==> src/rtl/shifting_blitter_video_memory_assert.svh <==
// Assertion macros shared by the blitter RTL.
`ifndef SHIFTING_BLITTER_VIDEO_MEMORY_ASSERT_SVH
`define SHIFTING_BLITTER_VIDEO_MEMORY_ASSERT_SVH

// Same-cycle implication, checked out of reset.
`define SBVM_ASSERT_NOW(label, cond, cons, msg) \
    label: assert property (@(posedge i_clk) disable iff (!i_rst_n) \
        (cond) |-> (cons)) else $error(msg);

// Next-cycle implication, checked out of reset.
`define SBVM_ASSERT_NEXT(label, cond, cons, msg) \
    label: assert property (@(posedge i_clk) disable iff (!i_rst_n) \
        (cond) |=> (cons)) else $error(msg);

`endif

==> src/rtl/sbvm_pkg.sv <==
// Shared types, codes and helpers for the shifting blitter.
`timescale 1ns / 1ps
package sbvm_pkg;

    localparam int ADDR_W    = 13;
    localparam int CFG_IDX_W = 2;

    // Bus commands
    localparam logic [1:0] CMD_VRD = 2'd0;
    localparam logic [1:0] CMD_VWR = 2'd1;
    localparam logic [1:0] CMD_CRD = 2'd2;
    localparam logic [1:0] CMD_CWR = 2'd3;

    // Register indexes
    localparam logic [CFG_IDX_W-1:0] REG_SHIFT = 2'd0;
    localparam logic [CFG_IDX_W-1:0] REG_MODE  = 2'd1;

    // Logic unit functions, selected by the complement of mode bits 3..0
    localparam logic [3:0] LF_NOT_S    = 4'd0;
    localparam logic [3:0] LF_NOR      = 4'd1;
    localparam logic [3:0] LF_NS_AND_D = 4'd2;
    localparam logic [3:0] LF_ZERO     = 4'd3;
    localparam logic [3:0] LF_NAND     = 4'd4;
    localparam logic [3:0] LF_NOT_D    = 4'd5;
    localparam logic [3:0] LF_XOR      = 4'd6;
    localparam logic [3:0] LF_S_AND_ND = 4'd7;
    localparam logic [3:0] LF_NS_OR_D  = 4'd8;
    localparam logic [3:0] LF_XNOR     = 4'd9;
    localparam logic [3:0] LF_DEST     = 4'd10;
    localparam logic [3:0] LF_AND      = 4'd11;
    localparam logic [3:0] LF_ONE      = 4'd12;
    localparam logic [3:0] LF_S_OR_ND  = 4'd13;
    localparam logic [3:0] LF_OR       = 4'd14;
    localparam logic [3:0] LF_SRC      = 4'd15;

    localparam logic [15:0]       MASK_BASE = 16'hff00;
    localparam logic [ADDR_W-1:0] COL_STEP  = 13'h100;

    typedef struct packed {
        logic [7:0] read_data;
        logic       pal_we;
        logic [5:0] pal_index;
        logic [7:0] red;
        logic [7:0] green;
        logic [7:0] blue;
    } t_result;

    typedef struct packed {
        logic              pix_we;
        logic [7:0]        pix1;
        logic [7:0]        pix2;
        logic              col_we1;
        logic              col_we2;
        logic [ADDR_W-1:0] col_addr1;
        logic [ADDR_W-1:0] col_addr2;
        logic [7:0]        col_data1;
        logic [7:0]        col_data2;
        logic              latch_we;
        logic [4:0]        latch_val;
        t_result           res;
    } t_alu_out;

    // Reverse bit order of a byte
    function automatic logic [7:0] flip8(input logic [7:0] v);
        logic [7:0] r;
        for (int i = 0; i < 8; i++) begin
            r[i] = v[7-i];
        end
        return r;
    endfunction

    // Stretch a 3-bit level to 8 bits
    function automatic logic [7:0] expand3(input logic [2:0] v);
        return {v, v, v[2:1]};
    endfunction

endpackage

==> src/rtl/sbvm_alu.sv <==
// Shift, mask and logic unit: computes memory updates and the result of one access.
`timescale 1ns / 1ps
module sbvm_alu (
    input  logic [1:0]                  i_cmd,
    input  logic [13:0]                 i_addr,
    input  logic [7:0]                  i_data,
    input  logic [7:0]                  i_shift_ctl,
    input  logic [7:0]                  i_mode_ctl,
    input  logic [4:0]                  i_latch,
    input  logic [7:0]                  i_pix1,
    input  logic [7:0]                  i_pix2,
    input  logic [7:0]                  i_col1,
    output sbvm_pkg::t_alu_out          o_out
);
    import sbvm_pkg::*;

    logic [2:0]        sh;
    logic              mirror;
    logic [ADDR_W-1:0] a1;
    logic [ADDR_W-1:0] a2;
    logic [7:0]        dm;
    logic [15:0]       ds;
    logic [15:0]       mask;
    logic [15:0]       d0;
    logic [15:0]       keep;
    logic [15:0]       res;
    logic [7:0]        gath;
    logic [15:0]       rot;
    logic              prot;
    logic [2:0]        lvl_r;

    always_comb begin
        // Shift set chosen by address bit 13
        sh     = i_addr[13] ? i_shift_ctl[3:1] : i_shift_ctl[7:5];
        mirror = i_addr[13] ? i_shift_ctl[0] : i_shift_ctl[4];
        a1     = i_addr[ADDR_W-1:0];
        a2     = a1 + COL_STEP;

        // Column mask, trimmed on the roll column
        mask = MASK_BASE >> sh;
        if (i_addr[12:8] == 5'h1f) begin
            mask = i_mode_ctl[4] ? (mask & 16'h00ff) : (mask & 16'hff00);
        end

        dm   = mirror ? flip8(i_data) : i_data;
        ds   = ({dm, 8'h00} >> sh) & mask;
        d0   = {i_pix1, i_pix2};
        keep = d0 & ~mask;
        d0   = d0 & mask;
        prot = (i_addr[7:5] == 3'd0) && !i_mode_ctl[5];

        // Logic unit
        case (~i_mode_ctl[3:0])
            LF_NOT_S:    res = ds ^ mask;
            LF_NOR:      res = (ds | d0) ^ mask;
            LF_NS_AND_D: res = (ds ^ mask) & d0;
            LF_ZERO:     res = 16'h0000;
            LF_NAND:     res = (ds & d0) ^ mask;
            LF_NOT_D:    res = d0 ^ mask;
            LF_XOR:      res = ds ^ d0;
            LF_S_AND_ND: res = ds & (d0 ^ mask);
            LF_NS_OR_D:  res = (ds ^ mask) | d0;
            LF_XNOR:     res = ds ^ d0 ^ mask;
            LF_DEST:     res = d0;
            LF_AND:      res = ds & d0;
            LF_ONE:      res = mask;
            LF_S_OR_ND:  res = ds | (d0 ^ mask);
            LF_OR:       res = ds | d0;
            default:     res = ds;
        endcase
        res = keep | res;

        // Gather and rotate back for reads
        gath = (i_pix1 & mask[15:8]) | (i_pix2 & mask[7:0]);
        rot  = {gath, gath} << sh;

        lvl_r = {i_data[1:0], a1[8]};

        o_out = '0;
        case (i_cmd)
            CMD_VRD: begin
                o_out.res.read_data = rot[15:8];
            end
            CMD_VWR: begin
                if (!prot) begin
                    o_out.pix_we    = 1'b1;
                    o_out.pix1      = res[15:8];
                    o_out.pix2      = res[7:0];
                    o_out.col_addr1 = a1;
                    o_out.col_addr2 = a2;
                    o_out.col_data1 = {3'b000, i_latch};
                    o_out.col_data2 = {3'b000, i_latch};
                    if (!i_addr[13] && !i_mode_ctl[7]) begin
                        o_out.col_we1 = |mask[15:8];
                        o_out.col_we2 = |mask[7:0];
                    end
                end
            end
            CMD_CRD: begin
                o_out.res.read_data = i_col1;
            end
            CMD_CWR: begin
                o_out.latch_we  = 1'b1;
                o_out.latch_val = i_data[4:0];
                o_out.col_we1   = 1'b1;
                if (a1[7:5] == 3'd0) begin
                    // Palette region: store at both halves of bit 8
                    o_out.col_we2   = 1'b1;
                    o_out.col_addr1 = {a1[12:9], 1'b0, a1[7:0]};
                    o_out.col_addr2 = {a1[12:9], 1'b1, a1[7:0]};
                    o_out.col_data1 = i_data;
                    o_out.col_data2 = i_data;
                    if (i_mode_ctl[6]) begin
                        o_out.res.pal_we    = 1'b1;
                        o_out.res.pal_index = {a1[9], a1[4:0]};
                        o_out.res.red       = expand3(lvl_r);
                        o_out.res.green     = expand3(i_data[7:5]);
                        o_out.res.blue      = expand3(i_data[4:2]);
                    end
                end else begin
                    o_out.col_addr1 = a1;
                    o_out.col_data1 = i_mode_ctl[7] ? {3'b000, i_latch}
                                                    : {3'b000, i_data[4:0]};
                end
            end
            default: begin
                o_out = '0;
            end
        endcase
    end

endmodule

==> config.mk <==
export PLATFORM = sky130hd
export DESIGN_NAME = sbvm_alu
export DESIGN_NICKNAME = d
export VERILOG_FILES = /design/src/rtl/shifting_blitter_video_memory_assert.svh /design/src/rtl/sbvm_pkg.sv /design/src/rtl/sbvm_alu.sv
export SDC_FILE = /design/constraint.sdc
export NUM_CORES = 1
export LEC_CHECK = 0
export ABC_CLOCK_PERIOD_IN_PS = 11100
export BUFFER_PORTS_ARGS = -buffer_cell sky130_fd_sc_hd__buf_2
export CORE_UTILIZATION = 33
export DETAILED_ROUTE_END_ITERATION = 6
export PLACE_DENSITY_LB_ADDON = 0.05
export SLEW_MARGIN = 40
export SYNTH_ARGS = -nofsm -noshare
export SYNTH_HDL_FRONTEND = slang
export SYNTH_SLANG_ARGS = --single-unit
==> constraint.sdc <==
create_clock -name vclk -period 11.1
set_input_delay 1.665 -clock vclk [all_inputs]
set_output_delay 1.665 -clock vclk [all_outputs]
set_load 0.02 [all_outputs]
==> reports/metrics.csv, run 1 <==
metric;value;unit
synth.yosys.warnings;0;
synth_top_area_share;6.87;%
antenna_found_initial;0;
dp.cells;974;
holdPathEnd;o_out[89];
synth_top_family_by_area;compound AO/OA/AOI/OAI gates;
peakVddDrop;0.0188;mV
setup_viol;0;
layout_worst_path_cycle_share;65.9;%
dieHeight;118;microns
rows;41;
relSlewSlack;43.7;%
via_per_inst;6.40;
drv_slew;0;
grt_max_degree;44;
crit_arrival;5.65;ns
dieWidth;118;microns
synthDistinctLibCells;80;
hold_viol;0;
io_pins;175;
syn_area;4430;sq um
wl_per_cell;21.9;microns
antennaDiodeCount;0;
synth.area.mux_share;12.2;%
post_cts_buffers;0;
syn_nets;783;
post_cts_resized;0;
ctsHoldBuffers;0;
layout_commonest_cell;buf_2;
syn2layout_area_growth;18.3;%
crit_type;input pin to output port;
cp-start-kind;input pin;
grt_setup_unrepaired;false;
final_util;40.8;%
power.leakage;0.00237;uW
avgSynthCellArea;6.35;sq um
crit_path_end_kind;output port;
synth-adder-area-share;4.80;%
grt_first_pass_wirelength;32500;microns
critPathMaxFanout;23;
dr.pass1.iters;6;
p_sw_share;64.9;%
grt_pass1_vias;5582;
switchingPower;186;uW
cp.required;9.44;ns
hp-class;input pin to output port;
outcome;finished, final reports clean;
coreArea;12800;sq um
p_int;101;uW
synth_cells;697;
dieArea;13900;sq um
ys_top_cells_by_area;nand2_1 6.9%, o21ai_0 6.4%, a21oi_1 6.1%;
grt_overflow;0;
seq_area_frac_synth;0;%
final_cells;976;
synth_compound_area_share;37.5;%
min-delay-start;i_pix2[0];
remaining_drc_errors;0;
nClkBuffers;0;
fin_nets;892;
synth_top_area_cell;nand2_1;
initial_core_util;34.5;%
multiInputGateArea;4040;sq um
vias;6246;
tightestPinTransition;0.844;ns
drt_wl_total;21400;microns
max_cap_violations;0;
fillCellCount;1426;
min_period;7.32;ns
port_buffers;175;
post-dp-hpwl;15900;microns
drive_above_1_share;28.2;%
sequentialPowerShare;0;%
track_usage;29.0;%
regArea;0;sq um
combPwrFrac;100.0;%
whs_path_depth;3;
yosys.area_share.simple;34.8;%
routabilityCongestion;0.933;
power_density;54.9;nW/um^2
clkPwrFrac;0;%
finalSetupTns;0;ns
seq_cells;0;
ant_nets;0;
layout_common_cells;175 x buf_2, 81 x nand2_1, 69 x nor2_1;
synthXorXnorAreaFrac;0.989;%
drtIter0Drc;704;
fmax;0.137;GHz
-- per-layer routing --
metal / track usage [%] / vias up / part of all wire (%)
met2: 44.6 / 388 / 44
li1: - / 2856 / -
met3: 4.02 / 56 / 9.3
met4: 10.0 / 0 / 3.4
met1: 41.0 / 2946 / 44
met5: 0 / - / 0
-- synthesized netlist by cell type (all sizes together), types with 6 or more instances --
cell,count
a211oi,9
a21oi,55
a221oi,9
a22o,12
a31oi,16
and2,23
and3,31
buf,42
clkbuf,33
ha,17
inv,11
mux2,8
mux2i,20
mux4,7
nand2,81
nand2b,8
nand3,30
nand4,6
nor2,69
nor2b,10
nor3,25
o211ai,12
o21ai,63
o22ai,8
o31ai,6
o32ai,6
-- worst max-delay path by stage --
stage                      to       start  slack, ns
CTS                 o_out[94]  i_addr[13]       3.84
global placement    o_out[94]  i_addr[13]       3.88
global route        o_out[94]  i_addr[13]       3.47
finish              o_out[94]  i_addr[13]       3.78
floorplan           o_out[91]   i_addr[8]       4.96
detailed placement  o_out[94]  i_addr[13]       3.84
-- layout make-up --
cell class / instances / area share (%)
Multi-Input combinational cell: 610 / 77.2
Timing Repair Buffer: 182 / 17.9
Tap cell: 172 / 4.11
Inverter: 12 / 0.860
-- power groups by stage --
| stage | sequential [uW] | combinational [uW] | clock (uW) |
|---|---|---|---|
| 5_1_grt | 0 | 309 | 0 |
| 6_report | 0 | 287 | 0 |
| 3_5_place_dp | 0 | 278 | 0 |
| 2_1_floorplan | 0 | 193 | 0 |
| 3_3_place_gp | 0 | 274 | 0 |
| 4_1_cts | 0 | 279 | 0 |
-- cell families (layout without fill, tap and decap cells) --
| family | Yosys count | after routing |
|---|---|---|
| AOI/OAI and AO/OA | 246 | 246 |
| buffers and inverters | 87 | 194 |
| and+or+nand+nor | 307 | 307 |
| adders and majority gates | 17 | 17 |
| xor gates and xnor gates | 5 | 5 |
| muxes | 35 | 35 |
-- per-stage QoR --
stage | setup WS, ns | hold WS [ns] | power [uW] | instance area, sq um
final | 3.78 | 3.66 | 287 | 5240
after global routing | 3.47 | 3.67 | 309 | 5240
after CTS | 3.84 | 3.66 | 279 | 5220
after detailed placement | 3.84 | 3.66 | 278 | 5220
after global placement | 3.88 | 3.65 | 274 | 5180
after floorplan | 4.96 | 3.46 | 193 | 4430
-- worst max-delay path, cell delays in order --
cell	delay, ns
buf_2	0.34
mux2i_4	0.76
mux2_2	0.45
a21o_1	0.20
o32ai_1	0.37
nand3_1	0.16
ha_1	0.25
or3_1	0.42
a311oi_1	0.27
a21oi_1	0.07
a21oi_1	0.19
mux2i_1	0.09
o31a_1	0.26
buf_2	0.16
Note: power is estimated with default switching activity, not from simulation.
==> run 2, diff against run 1 <==
ABC_CLOCK_PERIOD_IN_PS = 7700   (was 11100)
clock period = 7.7 ns   (was 11.1 ns; I/O delays follow)
==> run 2 against run 1 <==
Via count decreased by 0.61%. Flip-flop and latch count stayed put. Power is 43% higher. Combinational power increased by 44%. Worst hold slack worse by 1.0 ns. Cell area grew 0.29%. Core utilization rose by 0.12 points. Worst setup slack got worse by 2.3 ns. First-iteration DRC count fell by 8.2%. Die area unchanged. Critical endpoint unchanged. Largest power group unchanged.
==> reports/metrics.csv, run 2 (synthesis gave the netlist of run 1 again) <==
metric;value;unit
outcome;finished, final reports clean;
multiInputGateArea;4040;sq um
routabilityCongestion;0.931;
fin_nets;894;
coreArea;12800;sq um
grt_first_pass_wirelength;32600;microns
min-delay-start;i_pix2[0];
min_period;6.19;ns
dieArea;13900;sq um
relSlewSlack;45.7;%
post_cts_buffers;0;
crit_path_end_kind;output port;
whs_path_depth;3;
ant_nets;0;
dieWidth;118;microns
fmax;0.162;GHz
critPathMaxStageDelay;0.43;ns
regArea;0;sq um
grt_pass1_vias;5554;
via_per_inst;6.35;
final_cells;978;
layout_commonest_cell;buf_2;
layout_worst_path_cycle_share;80.3;%
setup_viol;0;
dr.pass1.iters;5;
layout_common_cells;175 x buf_2, 81 x nand2_1, 69 x nor2_1;
grt_overflow;0;
hold_viol;0;
grt_setup_unrepaired;false;
drt_wl_total;21300;microns
holdPathEnd;o_out[89];
ctsHoldBuffers;0;
drive_above_1_share;28.4;%
crit_arrival;5.03;ns
initial_core_util;34.5;%
hp-class;input pin to output port;
wl_per_cell;21.8;microns
peakVddDrop;0.0307;mV
cp-start-kind;input pin;
crit_type;input pin to output port;
crit_path_top_delay_cell;mux2i_4;
io_pins;175;
post_cts_resized;0;
rows;41;
crit_buf_inv;3;
timing.critical_path.cells;buf_2, mux2i_4, buf_6, mux2_2, a21o_1, o32ai_1, nand3_1, ha_1, or3_1, a311oi_1, a21oi_1, a21oi_1, mux2i_1, o31a_1, buf_2;
grt_use_met1;41.8;%
drv_slew;0;
cp_top_family;compound AO/OA/AOI/OAI gates;
grt_max_degree;44;
remaining_drc_errors;0;
post-dp-hpwl;15900;microns
total_power;412;uW
syn2layout_area_growth;18.6;%
nClkBuffers;0;
tightestPinTransition;0.815;ns
dieHeight;118;microns
grt_use_met2;45.9;%
vias;6208;
top_usage_layer;met2;
cp.required;6.55;ns
antenna_found_initial;0;
grt_util_met3;3.29;%
fillCellCount;1435;
seq_cells;0;
dp.cells;976;
finalSetupTns;0;ns
antennaDiodeCount;0;
track_usage;29.3;%
critPathMaxFanout;19;
drtIter0Drc;646;
port_buffers;175;
max_cap_violations;0;
power.leakage;0.00238;uW
power_density;78.4;nW/um^2
run 2: layout make-up:
type,count,share of cell area [%]
inverters,12,0.858
well taps,172,4.10
repair buffers,184,18.1
multi-input cells,610,76.9
run 2: tightest hold or removal path: cells and delay by family:
family / cells / cell delay [ns]
buffers and inverters: 2 / 0.22
and+or+nand+nor: 1 / 0.10
run 2: metal layers:
layer  up-vias  routed length [microns]
li1       2858                        -
met1      2943                     9400
met2       360                     9430
met3        47                     1840
met4         0                      623
met5         -                        0
run 2: worst max-delay path by stage:
| stage | to | depth (start not counted) | from | slack, ns |
|---|---|---|---|---|
| after global routing | o_out[94] | 15 | i_addr[13] | 1.24 |
| final | o_out[94] | 15 | i_addr[13] | 1.51 |
| after detailed placement | o_out[94] | 14 | i_addr[13] | 1.44 |
| after floorplan | o_out[91] | 15 | i_addr[8] | 2.58 |
| after CTS | o_out[94] | 14 | i_addr[13] | 1.42 |
| after global placement | o_out[94] | 14 | i_addr[13] | 1.51 |
run 2: through the flow:
stage / instance area [sq um] / util, % / setup WS, ns / hold slack (ns)
global placement: 5200 / 40.5 / 1.51 / 2.63
finish: 5250 / 41.0 / 1.51 / 2.63
global route: 5250 / 41.0 / 1.24 / 2.65
CTS: 5230 / 40.8 / 1.42 / 2.63
floorplan: 4430 / - / 2.58 / 2.44
detailed placement: 5230 / 40.8 / 1.44 / 2.63
run 2: where the power goes:
| group | switching (uW) | internal (uW) |
|---|---|---|
| Combinational | 266 | 146 |
| Clock | 0 | 0 |
| Sequential | 0 | 0 |
| Total | 266 | 146 |
==> run 3, diff against run 2 <==
ABC_CLOCK_PERIOD_IN_PS = 5330   (was 7700)
clock period = 5.33 ns   (was 7.7 ns; I/O delays follow)
==> run 3 against run 2 <==
Global-route usage grew 0.39 points. Via count rose by 0.95%. Cell area rose by 1.5%. Critical path type unchanged. Largest power group unchanged.
==> reports/metrics.csv, run 3 (synthesis gave the netlist of run 1 again) <==
metric;value;unit
ant_nets;0;
power.leakage;0.00244;uW
vias;6267;
routabilityCongestion;0.988;
multiInputGateArea;4030;sq um
grt_pass1_vias;5631;
grt_overflow;0;
finalSetupTns;0;ns
relSlewSlack;49.7;%
dr.pass1.iters;6;
layout_commonest_cell;buf_2;
dieArea;13900;sq um
drv_slew;0;
via_per_inst;6.32;
nClkBuffers;0;
grt_first_pass_wirelength;33300;microns
layout_worst_path_cycle_share;93.1;%
drive_above_1_share;29.4;%
post_cts_resized;0;
layout_common_cells;175 x buf_2, 81 x nand2_1, 69 x nor2_1;
track_usage;29.7;%
dpl-instance-area;5330;sq um
grt_setup_unrepaired;false;
hold_viol;0;
remaining_drc_errors;0;
port_buffers;175;
wl_per_cell;21.6;microns
peakVddDrop;0.0469;mV
fillCellCount;1432;
grt_max_degree;30;
seq_cells;0;
crit_path_end_kind;output port;
antennaDiodeCount;0;
drtIter0Drc;749;
post_cts_buffers;0;
cp.required;4.53;ns
cp-start-kind;input pin;
crit_type;input pin to output port;
setup_viol;0;
dieHeight;118;microns
tightestPinTransition;0.753;ns
outcome;finished, final reports clean;
fmax;0.202;GHz
dieWidth;118;microns
critPathMaxFanout;7;
initial_core_util;34.5;%
fin_nets;908;
power_density;113;nW/um^2
ctsHoldBuffers;0;
drt_wl_total;21500;microns
antenna_found_initial;0;
hp-class;input pin to output port;
crit_arrival;4.16;ns
syn2layout_area_growth;20.5;%
min_period;4.96;ns
max_cap_violations;0;
coreArea;12800;sq um
post-dp-hpwl;16200;microns
io_pins;175;
rows;41;
stdcell_area;5330;sq um
regArea;0;sq um
[run 3: cell types whose count changed in the layout (fill, tap and decap cells not counted)]
cell      previous run  this run
o21ai_2              3         1
buf_4                7        23
nor4bb_4             2         1
buf_6                2         0
nor4bb_2             1         2
o21ai_1              4         6
[run 3: layout make-up]
cell class                 count  area share (%)
multi-input combinational    610            75.5
timing repair buffer         198            19.7
tap                          172            4.03
inverter                      12           0.844
[run 3: report_power, final]
part / internal (uW) / leakage [uW] / total (uW) / switching (uW)
Clock: 0 / 0 / 0 / 0
Sequential: 0 / 0 / 0 / 0
Combinational: 218 / 0.00244 / 604 / 386
[run 3: worst max-delay path, stage by stage]
cell      delay [ns]
buf_2           0.18
mux2i_4         0.39
mux2i_1         0.13
mux2_2          0.31
a21o_1          0.20
o32ai_1         0.15
buf_4           0.19
nand3_1         0.09
ha_1            0.24
or3_1           0.42
a311oi_1        0.32
a21oi_1         0.08
a21oi_1         0.16
mux2i_1         0.10
o31a_1          0.24
buf_2           0.16
[run 3: metrics by stage]
step / instances / hold slack, ns / power [uW] / worst slack [ns] / util (%)
floorplan: 697 / 1.73 / 401 / 0.918 / -
global placement: 992 / 1.92 / 586 / 0.576 / 41.6
detailed placement: 992 / 1.92 / 591 / 0.383 / 41.6
CTS: 992 / 1.92 / 593 / 0.372 / 41.6
global route: 992 / 1.95 / 652 / 0.181 / 41.6
finish: 992 / 1.92 / 604 / 0.370 / 41.6
[run 3: path summary, 6_finish.rpt]
kind / start / to / cells past startpoint
min: i_pix2[0] / o_out[89] / 3
max: i_addr[13] / o_out[94] / 16
[run 3: metal layers]
| metal | up-vias | wire (microns) | track usage (%) |
|---|---|---|---|
| met5 | - | 0 | 0 |
| met4 | 0 | 617 | 6.97 |
| met3 | 51 | 1840 | 2.08 |
| met2 | 343 | 9580 | 46.7 |
| met1 | 2981 | 9430 | 43.5 |
| li1 | 2892 | - | - |
